--- config.mk ---
export PLATFORM = sky130hd
export DESIGN_NAME = priority_ready_queue_flat
export DESIGN_NICKNAME = d
export VERILOG_FILES = /design/src/hdl/prq_pkg.sv /design/src/hdl/prq_in_if.sv /design/src/hdl/prq_out_if.sv /design/src/hdl/priority_ready_queue.sv /design/src/flat_wrapper.sv
export SDC_FILE = /design/constraint.sdc
export NUM_CORES = 1
export LEC_CHECK = 0
export BUFFER_PORTS_ARGS = -buffer_cell sky130_fd_sc_hd__buf_4
export CORE_MARGIN = 8
export CORE_UTILIZATION = 40
export CTS_BUF_LIST = sky130_fd_sc_hd__clkbuf_2
export CTS_CLUSTER_DIAMETER = 100
export DETAILED_ROUTE_END_ITERATION = 7
export GPL_TIMING_DRIVEN = 1
export PLACE_DENSITY = 0.59
export SYNTH_ARGS = -nofsm -noshare
export SYNTH_HDL_FRONTEND = slang
export SYNTH_SLANG_ARGS = --single-unit
--- constraint.sdc ---
create_clock -name clk -period 3.95 [get_ports clk]
set_input_delay 0.1975 -clock clk [delete_from_list [all_inputs] [get_ports clk]]
set_output_delay 0.1975 -clock clk [all_outputs]
set_load 0.01 [all_outputs]
--- src/hdl/prq_pkg.sv ---
package prq_pkg;

  localparam int QUEUE_DEPTH    = 16;
  localparam int PRIORITY_WIDTH = 8;

  // fixed field widths of the transactions
  localparam int ID_W        = 4;
  localparam int ID_COUNT    = 16;
  localparam int PRI_FIELD_W = 8;

  // derived storage widths
  localparam int IDX_W = $clog2(QUEUE_DEPTH);
  localparam int CNT_W = $clog2(QUEUE_DEPTH + 1);

  typedef enum logic [1:0] {
    CMD_INSERT = 2'd0,
    CMD_POP    = 2'd1,
    CMD_REMOVE = 2'd2,
    CMD_CLEAR  = 2'd3
  } cmd_t;

  typedef struct packed {
    cmd_t                   cmd;
    logic [ID_W-1:0]        proc_id;
    logic [PRI_FIELD_W-1:0] priority_req;
  } in_item_t;

  typedef struct packed {
    logic                   ok;
    logic [ID_W-1:0]        removed_id;
    logic                   is_empty;
    logic [ID_W-1:0]        head_id;
    logic [PRI_FIELD_W-1:0] head_priority;
  } out_item_t;

  // one queue entry as stored in the slot memory
  typedef struct packed {
    logic [ID_W-1:0]           id;
    logic [PRIORITY_WIDTH-1:0] pri;
  } slot_t;

endpackage

--- src/hdl/prq_in_if.sv ---
interface prq_in_if;
  logic               valid;
  logic               ready;
  prq_pkg::in_item_t  data;

  modport source (output valid, output data, input ready);
  modport sink   (input valid, input data, output ready);
endinterface

--- src/hdl/prq_out_if.sv ---
interface prq_out_if;
  logic               valid;
  logic               ready;
  prq_pkg::out_item_t data;

  modport source (output valid, output data, input ready);
  modport sink   (input valid, input data, output ready);
endinterface

--- src/hdl/priority_ready_queue.sv ---
// priority ready queue: process ids kept sorted by descending priority,
// first in, first out among equal priorities
// in_chan  : valid/ready command transaction (cmd, proc_id, priority_req)
// out_chan : valid/ready result transaction, exactly one per command
//            (ok, removed_id, is_empty, head_id, head_priority)
// entries live in a one-port-read, one-port-write slot memory with a
// registered read; a sorted insert walks from the tail moving entries up
// one slot per cycle, a removal walks from the head moving entries down
// sequence: clear, rejected commands and insert into an empty queue go
//   from idle straight to the response state; an insert into a non-empty
//   queue walks the tail in ST_INS, and ST_INS_FRONT if it passes every
//   entry; a removal walks every entry in ST_REM before the response
//   state registers the result into out_chan
// one command is worked at a time; in_chan.ready is high while idle, and
//   a finished result may still wait in the output register meanwhile
// reset clears the entry count and the per-id queued marks; the slot
//   memory is not cleared, only entries below the count are ever read
// while out_chan.ready is low the result holds and the next finished
//   result waits in the response state
module priority_ready_queue (
  input  logic      clk,
  input  logic      rst_n,
  prq_in_if.sink    in_chan,
  prq_out_if.source out_chan
);

  typedef enum logic [2:0] {
    ST_IDLE,
    ST_INS,
    ST_INS_FRONT,
    ST_REM,
    ST_RESP
  } state_t;

  // control
  state_t                               state_r;
  logic [prq_pkg::CNT_W-1:0]            count_r;
  logic [prq_pkg::ID_COUNT-1:0]         mark_r;
  logic [prq_pkg::IDX_W-1:0]            idx_r;
  logic                                 found_r;
  logic                                 out_valid_r;

  // latched command and result payload
  prq_pkg::cmd_t                        cmd_r;
  logic [prq_pkg::ID_W-1:0]             id_r;
  logic [prq_pkg::PRIORITY_WIDTH-1:0]   pri_r;
  logic                                 res_ok_r;
  logic [prq_pkg::ID_W-1:0]             rem_id_r;
  logic [prq_pkg::ID_W-1:0]             head_id_r;
  logic [prq_pkg::PRIORITY_WIDTH-1:0]   head_pri_r;
  prq_pkg::out_item_t                   out_data_r;

  // slot memory
  prq_pkg::slot_t                       slot_mem [prq_pkg::QUEUE_DEPTH];
  prq_pkg::slot_t                       rd_data_r;
  logic                                 rd_en;
  logic [prq_pkg::IDX_W-1:0]            rd_addr;
  logic                                 wr_en;
  logic [prq_pkg::IDX_W-1:0]            wr_addr;
  prq_pkg::slot_t                       wr_data;

  logic                                 in_fire;
  logic [prq_pkg::ID_W-1:0]             in_id;
  logic [prq_pkg::PRIORITY_WIDTH-1:0]   in_pri;
  logic                                 ins_ok;
  logic [prq_pkg::IDX_W-1:0]            last_idx;
  prq_pkg::slot_t                       new_slot;
  logic                                 shift_up;
  logic                                 match;
  logic [prq_pkg::ID_W-1:0]             rem_now;
  logic                                 is_empty;

  assign in_fire  = in_chan.valid && (state_r == ST_IDLE);
  assign in_id    = in_chan.data.proc_id;
  assign in_pri   = prq_pkg::PRIORITY_WIDTH'(in_chan.data.priority_req);
  assign ins_ok   = !mark_r[in_id] && (count_r != prq_pkg::CNT_W'(prq_pkg::QUEUE_DEPTH));
  // index of the tail entry, only used while the queue is not empty
  assign last_idx = prq_pkg::IDX_W'(count_r - prq_pkg::CNT_W'(1));
  assign new_slot = '{id: id_r, pri: pri_r};
  // new entry passes every tail entry of strictly lower priority
  assign shift_up = pri_r > rd_data_r.pri;
  assign match    = (cmd_r == prq_pkg::CMD_POP) ? (idx_r == '0) : (rd_data_r.id == id_r);
  assign rem_now  = found_r ? rem_id_r : rd_data_r.id;
  assign is_empty = (count_r == '0);

  assign in_chan.ready  = (state_r == ST_IDLE);
  assign out_chan.valid = out_valid_r;
  assign out_chan.data  = out_data_r;

  // memory port control
  always_comb begin
    rd_en   = 1'b0;
    rd_addr = idx_r;
    wr_en   = 1'b0;
    wr_addr = idx_r;
    wr_data = rd_data_r;
    case (state_r)
      ST_IDLE: begin
        if (in_fire) begin
          case (in_chan.data.cmd)
            prq_pkg::CMD_INSERT: begin
              if (ins_ok) begin
                if (is_empty) begin
                  wr_en   = 1'b1;
                  wr_addr = '0;
                  wr_data = '{id: in_id, pri: in_pri};
                end else begin
                  rd_en   = 1'b1;
                  rd_addr = last_idx;
                end
              end
            end
            prq_pkg::CMD_POP: begin
              rd_en   = !is_empty;
              rd_addr = '0;
            end
            prq_pkg::CMD_REMOVE: begin
              rd_en   = mark_r[in_id];
              rd_addr = '0;
            end
            default: ;
          endcase
        end
      end
      ST_INS: begin
        wr_en   = 1'b1;
        wr_addr = idx_r + prq_pkg::IDX_W'(1);
        if (shift_up) begin
          wr_data = rd_data_r;
          rd_en   = (idx_r != '0);
          rd_addr = idx_r - prq_pkg::IDX_W'(1);
        end else begin
          wr_data = new_slot;
        end
      end
      ST_INS_FRONT: begin
        wr_en   = 1'b1;
        wr_addr = '0;
        wr_data = new_slot;
      end
      ST_REM: begin
        // entries behind the removed one move down a slot
        wr_en   = found_r;
        wr_addr = idx_r - prq_pkg::IDX_W'(1);
        wr_data = rd_data_r;
        rd_en   = (idx_r != last_idx);
        rd_addr = idx_r + prq_pkg::IDX_W'(1);
      end
      default: ;
    endcase
  end

  always_ff @(posedge clk) begin
    if (wr_en) begin
      slot_mem[wr_addr] <= wr_data;
    end
    if (rd_en) begin
      rd_data_r <= slot_mem[rd_addr];
    end
  end

  always_ff @(posedge clk) begin
    if (!rst_n) begin
      state_r     <= ST_IDLE;
      count_r     <= '0;
      mark_r      <= '0;
      out_valid_r <= 1'b0;
      found_r     <= 1'b0;
    end else begin
      // a taken result drops valid unless the next one replaces it
      if (out_chan.ready && (state_r != ST_RESP)) begin
        out_valid_r <= 1'b0;
      end
      // head copy follows every write to the first slot
      if (wr_en && (wr_addr == '0)) begin
        head_id_r  <= wr_data.id;
        head_pri_r <= wr_data.pri;
      end
      case (state_r)
        ST_IDLE: begin
          if (in_fire) begin
            cmd_r    <= in_chan.data.cmd;
            id_r     <= in_id;
            pri_r    <= in_pri;
            found_r  <= 1'b0;
            rem_id_r <= '0;
            case (in_chan.data.cmd)
              prq_pkg::CMD_INSERT: begin
                if (ins_ok && !is_empty) begin
                  res_ok_r <= 1'b0;
                  idx_r    <= last_idx;
                  state_r  <= ST_INS;
                end else begin
                  res_ok_r <= ins_ok;
                  idx_r    <= '0;
                  state_r  <= ST_RESP;
                  if (ins_ok) begin
                    count_r       <= prq_pkg::CNT_W'(1);
                    mark_r[in_id] <= 1'b1;
                  end
                end
              end
              prq_pkg::CMD_POP: begin
                res_ok_r <= 1'b0;
                idx_r    <= '0;
                state_r  <= is_empty ? ST_RESP : ST_REM;
              end
              prq_pkg::CMD_REMOVE: begin
                res_ok_r <= 1'b0;
                idx_r    <= '0;
                state_r  <= mark_r[in_id] ? ST_REM : ST_RESP;
              end
              default: begin
                mark_r   <= '0;
                count_r  <= '0;
                res_ok_r <= 1'b1;
                idx_r    <= '0;
                state_r  <= ST_RESP;
              end
            endcase
          end
        end
        ST_INS: begin
          if (shift_up && (idx_r != '0)) begin
            idx_r <= idx_r - prq_pkg::IDX_W'(1);
          end else if (shift_up) begin
            state_r <= ST_INS_FRONT;
          end else begin
            count_r      <= count_r + prq_pkg::CNT_W'(1);
            mark_r[id_r] <= 1'b1;
            res_ok_r     <= 1'b1;
            state_r      <= ST_RESP;
          end
        end
        ST_INS_FRONT: begin
          count_r      <= count_r + prq_pkg::CNT_W'(1);
          mark_r[id_r] <= 1'b1;
          res_ok_r     <= 1'b1;
          state_r      <= ST_RESP;
        end
        ST_REM: begin
          if (idx_r == last_idx) begin
            count_r         <= count_r - prq_pkg::CNT_W'(1);
            mark_r[rem_now] <= 1'b0;
            rem_id_r        <= rem_now;
            res_ok_r        <= 1'b1;
            state_r         <= ST_RESP;
          end else begin
            if (!found_r && match) begin
              found_r  <= 1'b1;
              rem_id_r <= rd_data_r.id;
            end
            idx_r <= idx_r + prq_pkg::IDX_W'(1);
          end
        end
        ST_RESP: begin
          if (!out_valid_r || out_chan.ready) begin
            out_valid_r              <= 1'b1;
            out_data_r.ok            <= res_ok_r;
            out_data_r.removed_id    <= rem_id_r;
            out_data_r.is_empty      <= is_empty;
            out_data_r.head_id       <= is_empty ? '0 : head_id_r;
            out_data_r.head_priority <= is_empty ? '0 : prq_pkg::PRI_FIELD_W'(head_pri_r);
            state_r                  <= ST_IDLE;
          end
        end
        default: begin
          state_r <= ST_IDLE;
        end
      endcase
    end
  end

endmodule

--- src/flat_wrapper.sv ---
// flat-port wrapper written by rule: the top's interface ports become plain ports
module priority_ready_queue_flat 
  (clk, rst_n, in_chan_valid, in_chan_data, in_chan_ready, out_chan_valid, out_chan_data, out_chan_ready);
  prq_in_if in_chan_i ();
  prq_out_if out_chan_i ();
  input  logic clk;
  input  logic rst_n;
  input wire logic [$bits(in_chan_i.valid)-1:0] in_chan_valid;
  input wire logic [$bits(in_chan_i.data)-1:0] in_chan_data;
  output wire logic [$bits(in_chan_i.ready)-1:0] in_chan_ready;
  output wire logic [$bits(out_chan_i.valid)-1:0] out_chan_valid;
  output wire logic [$bits(out_chan_i.data)-1:0] out_chan_data;
  input wire logic [$bits(out_chan_i.ready)-1:0] out_chan_ready;
  assign in_chan_i.valid = in_chan_valid;
  assign in_chan_i.data = in_chan_data;
  assign in_chan_ready = in_chan_i.ready;
  assign out_chan_valid = out_chan_i.valid;
  assign out_chan_data = out_chan_i.data;
  assign out_chan_i.ready = out_chan_ready;
  priority_ready_queue u_core (.clk(clk), .rst_n(rst_n), .in_chan(in_chan_i), .out_chan(out_chan_i));
endmodule
==> flow_summary.toml, run 1 <==
[critical_path]
timing.critical_path.buf_inv = 3
critPathKind = "register to register"
timing.critical_path.from_type = "register"
timing.critical_path.slowest_stage_cell = "a2111oi_0"
critical_path_arrival_ns = 4.23
slowest_delay_ns = 0.52
cp_cell_sequence = "inv_1 -> ha_1 -> nand4_1 -> or2_2 -> nor2_1 -> a2111oi_2 -> a31o_4 -> nor2_4 -> buf_12 -> mux2_4 -> a2111oi_0 -> buf_4 -> o211ai_1"
critical-path-top-delay-family = "compound AO/OA/AOI/OAI gates"
critical_path_required_ns = 4.52
endpoint_kind = "register"
worst-path-max-fanout = 40

[timing]
setup-violations-final = 0
finalClockSkew_ns = 0.0796
worst_slew_slack_as_a_fraction_of_its_limit = 0.120
timing_worst_slew_pin_value_ns = 1.32
totalNegativeSetupSlack_ns = 0
fmaxAchievable_ghz = 0.273
period_needed_ns = 3.66
final.period_utilization = 0.926
final_max_slew_viol_count = 0
final_hold_violation_count = 0
rsz0062_at_grt = "false"

[cts]
worst_path_clk_slew_ns = 0.11
tritoncts.num_buffers = 71
tritoncts_clock_tree = "built"
clock_sink_count = 283
clk-insertion-delay-late_ns = 0.88
clock_path_buffers = 3
postCtsSetupRepairBufs = 0
clk_root_buffer_cell = "clkbuf_2"
number_of_h_tree_branching_levels = 3

[logic_synthesis]
proportion_of_netlist_area_held_by_the_largest_area_contributor = 0.583
synthCells = 1058
synth.largest_area_cell = "edfxtp_1"
seq_area_frac_synth = 0.622
synth_flop_cell = "edfxtp_1"
count_of_flip_flops_with_a_built_in_enable_after_synthesis = 257
synth_top_cells_by_area = "edfxtp_1, dfxtp_1, a2111oi_0"
syn_warnings = 0
synthesized_netlist_net_count = 1093
mappedNetlistArea_mm2 = 0.0132
synthArstFlopShare = 0
yosys-top-cells-count = "edfxtp_1, nand2_1, o21ai_0, nor2_1, nand3_1"
synth-seq-cells = 283
yosys.cell_count.top_type = "edfxtp_1"
post_synth.cell_area_avg_um2 = 12.5
post_synth_num_cell_types = 75

[status]
outcome = "complete, but fails checks"
failed_checks = "DRC"

[global_routing]
first_global_vias = 9397
grt_overflow_total = 0
antenna_found_initial = 1
grt_max_degree = 48
groute.usage.overall = 0.184
grt_pass1_wl_mm = 55.7

[finish]
final_core_util = 0.464
area_growth_pct = 14.1
finish.instance_area_mm2 = 0.0151
final_net_count = 1215
drive_above_1_share = 0.209
fin_cells = 1675

[placement]
port_buffers = 37
placedCellCount = 1530
postPlaceCellArea_mm2 = 0.0143
post_detailed_placement_half_perimeter_wirelength_mm = 23.3
place.gp.congestion = 0.896

[drt]
wire_per_inst_um = 21.5
drt_first_pass_iters = 8
ant_nets = 0
post_drt_via_cell_ratio = 5.70
drtIter0Drc = 901
post-route-drc-count = 1
postRouteWirelength_mm = 36.0
number_of_vias_in_the_routed_layout = 9554

[power]
max-vdd-ir-drop_uv = 279
static-leakage-power_nw = 5.34
p_per_area_mw_per_mm2 = 475

[floorplanning]
fp-row-count = 66
start_util = 0.407
chipWidth_um = 198
placeableCoreArea_mm2 = 0.0325
num_io_pins = 38
die_area_mm2 = 0.0392
vertical_die_dimension_um = 198

[min_path]
hold_class = "primary input to register"

[flow_run]
max_cap_viol_count = 0
==> kinds of logic after synthesis <==
family                     count (synthesis)  share of synthesized area
adders and majority gates                 17                     0.0161
muxes                                     55                     0.0466
and+or+nand+nor                          286                      0.103
xor gates and xnor gates                  15                     0.0110
DFF                                      283                      0.622
AOI/OAI and AO/OA                        290                      0.164
buffers and inverters                    112                     0.0367
==> where the power goes <==
part,internal [mW],switching (mW)
Combinational,0.611,1.12
Sequential,3.50,0.0624
Clock,0.698,1.19
==> cells in the final DEF, fill, tap and decap left out, drive strengths merged, types with 15 or more instances in the layout <==
cell         instances
a2111oi             46
a21oi               37
a32o                27
buf                102
clkbuf             102
clkinv              22
dfxtp               26
dlygate4sd3         19
edfxtp             257
ha                  17
inv                 40
mux2                20
mux2i               35
nand2               87
nand2b              15
nand3               50
nor2                62
nor2b               17
nor3                19
o21ai               65
o22ai               20
==> layout make-up <==
class / count / area [µm²]
fillers: 3012 / 17400
multi-input cells: 663 / 4540
clock inverters: 23 / 104
flip-flops and latches: 283 / 8240
repair buffers: 121 / 1010
inverters: 40 / 150
well taps: 442 / 553
diodes: 1 / 2.50
clock buffers: 102 / 510
==> final timing paths <==
path | from | to | slack, ns | cells past startpoint
max | u_core.rd_data_r[4] | u_core.rd_data_r[7] | 0.29 | 13
min | in_chan_data[0] | u_core.pri_r[0] | 0.1 | 2
max reg2reg | u_core.rd_data_r[4] | u_core.rd_data_r[7] | 0.29 | 13
min reg2reg | u_core.res_ok_r | u_core.out_chan.data[17] | 0.43 | 0
==> through the flow <==
step / power [mW] / hold slack, ns / setup slack (ns)
final: 7.17 / 0.0971 / 0.293
after CTS: 7.24 / 0.00224 / 0.0149
after global placement: 5.32 / 0.406 / 0.109
after floorplan: 4.68 / 0.296 / 0.614
after global routing: 7.54 / 0.0399 / 0.00275
after detailed placement: 5.33 / 0.408 / 0.0455
==> routing by layer <==
metal | GRT usage | part of all wire
met2 | 0.303 | 0.49
met3 | 0.0392 | 0.071
met5 | 0 | 0
met1 | 0.238 | 0.42
met4 | 0.0644 | 0.022
==> sequential cells by signal, indices dropped and copies added, names as in the netlist, 2 cells and up <==
| register | count |
|---|---|
| u_core.rem_id_r | 4 |
| u_core.id_r | 4 |
| u_core.pri_r | 8 |
| u_core.rd_data_r | 12 |
| u_core.head_pri_r | 8 |
| u_core.slot_mem | 192 |
| u_core.mark_r | 16 |
| u_core.head_id_r | 4 |
| u_core.out_chan.data | 18 |
| u_core.idx_r | 4 |
| u_core.count_r | 5 |
| u_core.cmd_r | 2 |
| u_core.state_r | 3 |
==> what timing repair did <==
| item | CTS | global route |
|---|---|---|
| hold buffers | 19 | 0 |
| setup endpoints to repair | 0 | 11 |
| resized for setup | 0 | 5 |
| endpoints found under the hold margin | 50 | 0 |
Note: power is estimated with default switching activity, not from simulation.
==> inputs of run 2 (changes only) <==
- ABC_AREA: not set -> 1
==> run 2 against run 1 <==
Net effect: the flow now finishes without violations; utilization decreased by 0.23 points; design area up 5.6%; total power increased by 98%; synthesized area grew 6.1%; clock power grew 12%; fmax increased by 2.4%; count of clock-buffer cells in the layout up 10; sequential power grew 30%; critical path type unchanged; largest cell class unchanged; largest power group is now combinational logic.
==> flow_summary.toml, run 2 <==
[floorplanning]
chipWidth_um = 203
vertical_die_dimension_um = 203
placeableCoreArea_mm2 = 0.0345
fp-row-count = 68
start_util = 0.407
die_area_mm2 = 0.0414
num_io_pins = 38

[finish]
mostFrequentLayoutCell = "edfxtp_1"
largest-register = "u_core.slot_mem"
largest_register_ff_count = 192
mostFrequentLayoutCells = "edfxtp_1, nand3_1, nand2_1"
drive_above_1_share = 0.144
area_growth_pct = 13.6
final_net_count = 1641
layout.filler_cells = 3398
fin_cells = 2114
finish.instance_area_mm2 = 0.0160

[critical_path]
r2r-end = "u_core.rd_data_r[9]"
worst-r2r-cell-count = 12
worst-path-max-fanout = 24
timing.critical_path.from_type = "register"
r2r_startpoint = "u_core.state_r[2]"
critical_path_required_ns = 4.70
reg2reg_setup_slack_ns = 0.38
critical_path_arrival_ns = 4.32
endpoint_kind = "register"
critPathKind = "register to register"

[min_path]
worstHoldPathCells = 2
hold_end = "u_core.id_r[2]"
hold_start = "in_chan_data[10]"
hold_class = "primary input to register"

[cts]
clock_path_buffers = 3
worst_path_clk_slew_ns = 0.10
clk_root_buffer_cell = "clkbuf_2"
tritoncts.num_buffers = 77
clock_sink_count = 283
hold_buffers = 25
number_of_h_tree_branching_levels = 3
postCtsSetupRepairBufs = 0
post_cts_resized = 0
tritoncts_clock_tree = "built"
clk-insertion-delay-late_ns = 0.95

[logic_synthesis]
yosys.cell_count.top_type = "edfxtp_1"
synthesized_netlist_net_count = 1518
post_synth_num_cell_types = 45
synthCells = 1483
proportion_of_netlist_area_held_by_the_largest_area_contributor = 0.549
count_of_flip_flops_with_a_built_in_enable_after_synthesis = 257
synthArstFlopShare = 0
synth-seq-cells = 283
yosys-top-cells-count = "edfxtp_1, nand3_1, nand2_1, inv_1, nor2_1"
seq_area_frac_synth = 0.586
post_synth.cell_area_avg_um2 = 9.47
syn_warnings = 0
mappedNetlistArea_mm2 = 0.0141
synth_flop_cell = "edfxtp_1"
synth.largest_area_cell = "edfxtp_1"
synth_top_cells_by_area = "edfxtp_1, nand3_1, nand2_1"

[drt]
drt_first_pass_iters = 5
drtIter0Drc = 1065
post_drt_via_cell_ratio = 5.25
number_of_vias_in_the_routed_layout = 11100
post-route-drc-count = 0
ant_nets = 0
wire_per_inst_um = 19.4
postRouteWirelength_mm = 41.0

[power]
p_per_area_mw_per_mm2 = 889
power.total_mw = 14.2
max-vdd-ir-drop_uv = 604
static-leakage-power_nw = 6.67

[placement]
placedCellCount = 1955
placement_stage_worst_setup_slack_ns = 0.529
postPlaceCellArea_mm2 = 0.0150
place.gp.congestion = 0.934
post_detailed_placement_half_perimeter_wirelength_mm = 25.7
port_buffers = 37

[timing]
rsz0062_at_grt = "false"
final_max_slew_viol_count = 0
totalNegativeSetupSlack_ns = 0
final.period_utilization = 0.904
final_hold_violation_count = 0
finalClockSkew_ns = 0.0811
period_needed_ns = 3.57
timing_worst_slew_pin_value_ns = 1.13
post_route_setup_slack_ns = 0.380
setup-violations-final = 0
worst_slew_slack_as_a_fraction_of_its_limit = 0.245
fmaxAchievable_ghz = 0.280

[global_routing]
grt_max_degree = 97
grt_overflow_total = 0
grt_pass1_wl_mm = 62.6
first_global_vias = 11000
groute.usage.overall = 0.196
antenna_found_initial = 3

[flow_run]
max_cap_viol_count = 0

[status]
outcome = "completed"
run 2: changes by cell type in the layout (fill, tap and decap cells not counted), sizes merged, moves of 20 or more:
cell / previous run / this run
a2111oi: 46 / 0
a32o: 27 / 0
inv: 40 / 236
mux2: 20 / 0
mux2i: 35 / 0
nand2: 87 / 252
nand3: 50 / 254
nand3b: 2 / 49
nor2: 62 / 99
run 2: cell type report:
| type | instances | area [µm²] | area share |
|---|---|---|---|
| sequential | 283 | 8240 | 0.516 |
| multi-input combinational | 890 | 4590 | 0.287 |
| timing repair buffer | 117 | 983 | 0.0616 |
| inverter | 237 | 890 | 0.0557 |
| tap | 455 | 569 | 0.0357 |
| clock buffer | 112 | 561 | 0.0351 |
| clock inverter | 17 | 123 | 0.00768 |
| antenna | 3 | 7.51 | 0.000470 |
run 2: worst max-delay path by stage:
stage                                     end  depth (start not counted)                start
after floorplan           u_core.head_id_r[0]                         13    u_core.count_r[0]
after global placement    u_core.rd_data_r[9]                         12    u_core.state_r[2]
after detailed placement  u_core.rd_data_r[9]                         20  u_core.rd_data_r[1]
after CTS                 u_core.rd_data_r[0]                         12    u_core.state_r[2]
after global routing      u_core.rd_data_r[9]                         20  u_core.rd_data_r[1]
final                     u_core.rd_data_r[9]                         12    u_core.state_r[2]
run 2: metal layers:
layer / GRT usage / up-vias / share of wire / routed length (µm)
li1: - / 5327 / - / -
met1: 0.235 / 5243 / 0.41 / 16700
met2: 0.328 / 410 / 0.48 / 19700
met3: 0.0435 / 111 / 0.065 / 2680
met4: 0.101 / 0 / 0.046 / 1880
met5: 0 / - / 0 / 0
run 2: cell families (layout without fill, tap and decap cells):
logic type | count (synthesis) | in the layout | share of synthesized area
compound gates | 170 | 170 | 0.0719
xor+xnor | 15 | 15 | 0.00935
fa+ha+maj | 17 | 17 | 0.0151
buf+inv | 310 | 483 | 0.0906
flops | 283 | 283 | 0.586
other cells | 0 | 3 | 0
simple gates | 688 | 688 | 0.227
run 2: worst max-delay path, cell delays in order (launching register included):
cell	delay, ns
dfxtp_1	0.60
inv_1	0.17
nand2_1	0.23
clkinv_1	0.12
nor2_1	0.31
inv_1	0.26
o2111ai_1	0.17
nor2_1	0.10
a21oi_4	0.46
inv_2	0.39
nand3_1	0.26
nand3_1	0.20
nand2_1	0.12
run 2: report_power, final:
group,total (mW),internal [mW],switching [mW]
sequential,4.64,4.40,0.243
combinational,7.44,2.05,5.39
clock,2.10,0.878,1.22
total,14.2,7.32,6.86
run 2: metrics by stage:
step	hold slack, ns	util
final	0.105	0.462
after CTS	0.000757	0.461
after global placement	0.390	0.434
after detailed placement	0.389	0.434
after floorplan	0.296	-
after global routing	-0.00318	0.462
==> inputs of run 3 (changes only) <==
- CTS_BUF_LIST: sky130_fd_sc_hd__clkbuf_2 -> sky130_fd_sc_hd__clkbuf_4 sky130_fd_sc_hd__clkbuf_8
- CTS_CLUSTER_DIAMETER: 100 -> 30
==> run 3 against run 2 <==
Net effect: sequential share of layout area fell by 2.5 points; register-to-register slack improved by 0.02 ns; count of clock-buffer cells in the layout fell by 29; worst setup slack improved by 0.017 ns; combinational power barely moved; global-route usage rose by 0.065 points.
==> flow_summary.toml, run 3 (synthesis results as in run 2) <==
[status]
outcome = "completed"

[cts]
clock_path_buffers = 3
post_cts_resized = 0
tritoncts_clock_tree = "built"
clock_sink_count = 283
worst_path_clk_slew_ns = 0.05
clk_root_buffer_cell = "clkbuf_8"
number_of_h_tree_branching_levels = 3
clk-insertion-delay-late_ns = 0.64
tritoncts.num_buffers = 75

[critical_path]
endpoint_kind = "register"
timing.critical_path.from_type = "register"
reg2reg_setup_slack_ns = 0.40
cp_cell_sequence = "inv_1 -> nand2_1 -> clkinv_1 -> nor2_1 -> inv_1 -> o2111ai_1 -> nor2_1 -> a21oi_4 -> inv_2 -> nand3_1 -> nand3_1 -> nand2_1"
critPathKind = "register to register"
timing.critical_path.buf_inv = 4
r2r_startpoint = "u_core.state_r[2]"
r2r-end = "u_core.rd_data_r[9]"
critical_path_required_ns = 4.43
worst-r2r-cell-count = 12
worst-path-max-fanout = 24
timing.critical_path.slowest_stage_cell = "dfxtp_1"
slowest_delay_ns = 0.59
critical-path-top-delay-family = "simple AND/OR/NAND/NOR gates"
critical_path_arrival_ns = 4.03

[floorplanning]
vertical_die_dimension_um = 203
fp-row-count = 68
start_util = 0.407
num_io_pins = 38
chipWidth_um = 203
die_area_mm2 = 0.0414
placeableCoreArea_mm2 = 0.0345

[power]
max-vdd-ir-drop_uv = 609
power_frac_comb = 0.465
net_load_switching_power_mw = 7.21
static-leakage-power_nw = 6.94
seq_power_share = 0.291
power_report.internal_total_mw = 8.80
netSwitchingFraction = 0.451
p_per_area_mw_per_mm2 = 955
power_frac_clock = 0.244
power.total_mw = 16.0

[timing]
fmaxAchievable_ghz = 0.281
finalHoldWorstSlack_ns = 0.170
finalClockSkew_ns = 0.0687
period_needed_ns = 3.55
final.period_utilization = 0.899
rsz0062_at_grt = "false"
worst_slew_slack_as_a_fraction_of_its_limit = 0.246
final_hold_violation_count = 0
totalNegativeSetupSlack_ns = 0
final_max_slew_viol_count = 0
setup-violations-final = 0
timing_worst_slew_pin_value_ns = 1.13

[min_path]
worstHoldPathCells = 4
hold_class = "primary input to register"
hold_start = "in_chan_valid"
hold_end = "u_core.found_r"

[finish]
antenna_cells = 0
largest-register = "u_core.slot_mem"
area_growth_pct = 19.3
fin_cells = 2107
final_core_util = 0.485
layout.filler_cells = 3304
final_net_count = 1629
mostFrequentLayoutCells = "edfxtp_1, nand3_1, nand2_1"
mostFrequentLayoutCell = "edfxtp_1"
drive_above_1_share = 0.150
largest_register_ff_count = 192

[drt]
post_drt_via_cell_ratio = 5.24
postRouteWirelength_mm = 41.0
wire_per_inst_um = 19.4
post-route-drc-count = 0
number_of_vias_in_the_routed_layout = 11100
drt_first_pass_iters = 5
ant_nets = 0
drtIter0Drc = 1051

[global_routing]
grt_pass1_wl_mm = 63.0
first_global_vias = 11000
grt_max_degree = 97
grt_overflow_total = 0
antenna_found_initial = 1
groute.usage.overall = 0.196

[placement]
placedCellCount = 1955
post_detailed_placement_half_perimeter_wirelength_mm = 25.7
port_buffers = 37
place.gp.congestion = 0.934

[flow_run]
max_cap_viol_count = 0
-- run 3: what timing repair did --
action,CTS,global route
endpoints found under the hold margin,35,0
hold buffers,17,0
buffers inserted,0,0
-- run 3: worst max-delay path by stage --
| stage | slack (ns) | cells past startpoint | endpoint | from |
|---|---|---|---|---|
| after floorplan | 0.90 | 13 | u_core.head_id_r[0] | u_core.count_r[0] |
| after global placement | 0.51 | 12 | u_core.rd_data_r[9] | u_core.state_r[2] |
| after global routing | 0.17 | 20 | u_core.rd_data_r[9] | u_core.rd_data_r[1] |
| after CTS | 0.50 | 20 | u_core.rd_data_r[9] | u_core.rd_data_r[1] |
| after detailed placement | 0.53 | 20 | u_core.rd_data_r[9] | u_core.rd_data_r[1] |
| final | 0.40 | 12 | u_core.rd_data_r[9] | u_core.state_r[2] |
-- run 3: layer usage --
layer,GRT usage,share of wire,routed length [µm],vias up
met1,0.237,0.41,16700,5219
met2,0.332,0.49,20000,420
met3,0.0406,0.065,2660,107
li1,-,-,-,5305
met5,0,0,0,-
met4,0.0943,0.039,1620,0
-- run 3: layout make-up --
class,instances,area [µm²],share of cell area
Clock buffer,83,1120,0.0666
Clock inverter,52,483,0.0288
Inverter,237,890,0.0531
Multi-Input combinational cell,890,4590,0.274
Sequential cell,283,8240,0.491
Tap cell,455,569,0.0340
Timing Repair Buffer,107,883,0.0527
-- run 3: worst reg2reg max path: stages (launching register included) --
cell	delay (ns)
dfxtp_1	0.59
inv_1	0.17
nand2_1	0.23
clkinv_1	0.12
nor2_1	0.32
inv_1	0.27
o2111ai_1	0.18
nor2_1	0.10
a21oi_4	0.49
inv_2	0.41
nand3_1	0.28
nand3_1	0.19
nand2_1	0.12
-- run 3: per-stage QoR --
stage	setup WS, ns	cell area [µm²]
3_5_place_dp	0.529	15000
5_1_grt	0.175	16800
2_1_floorplan	0.900	14100
4_1_cts	0.503	16800
3_3_place_gp	0.506	15000
6_report	0.397	16800
-- run 3: power groups by stage --
stage,combinational [mW],clock [mW],sequential (mW)
CTS,7.42,4.00,4.65
floorplan,4.76,0,4.64
global placement,7.35,0,4.70
detailed placement,7.38,0,4.71
global route,8.10,4.16,4.69
finish,7.44,3.91,4.66
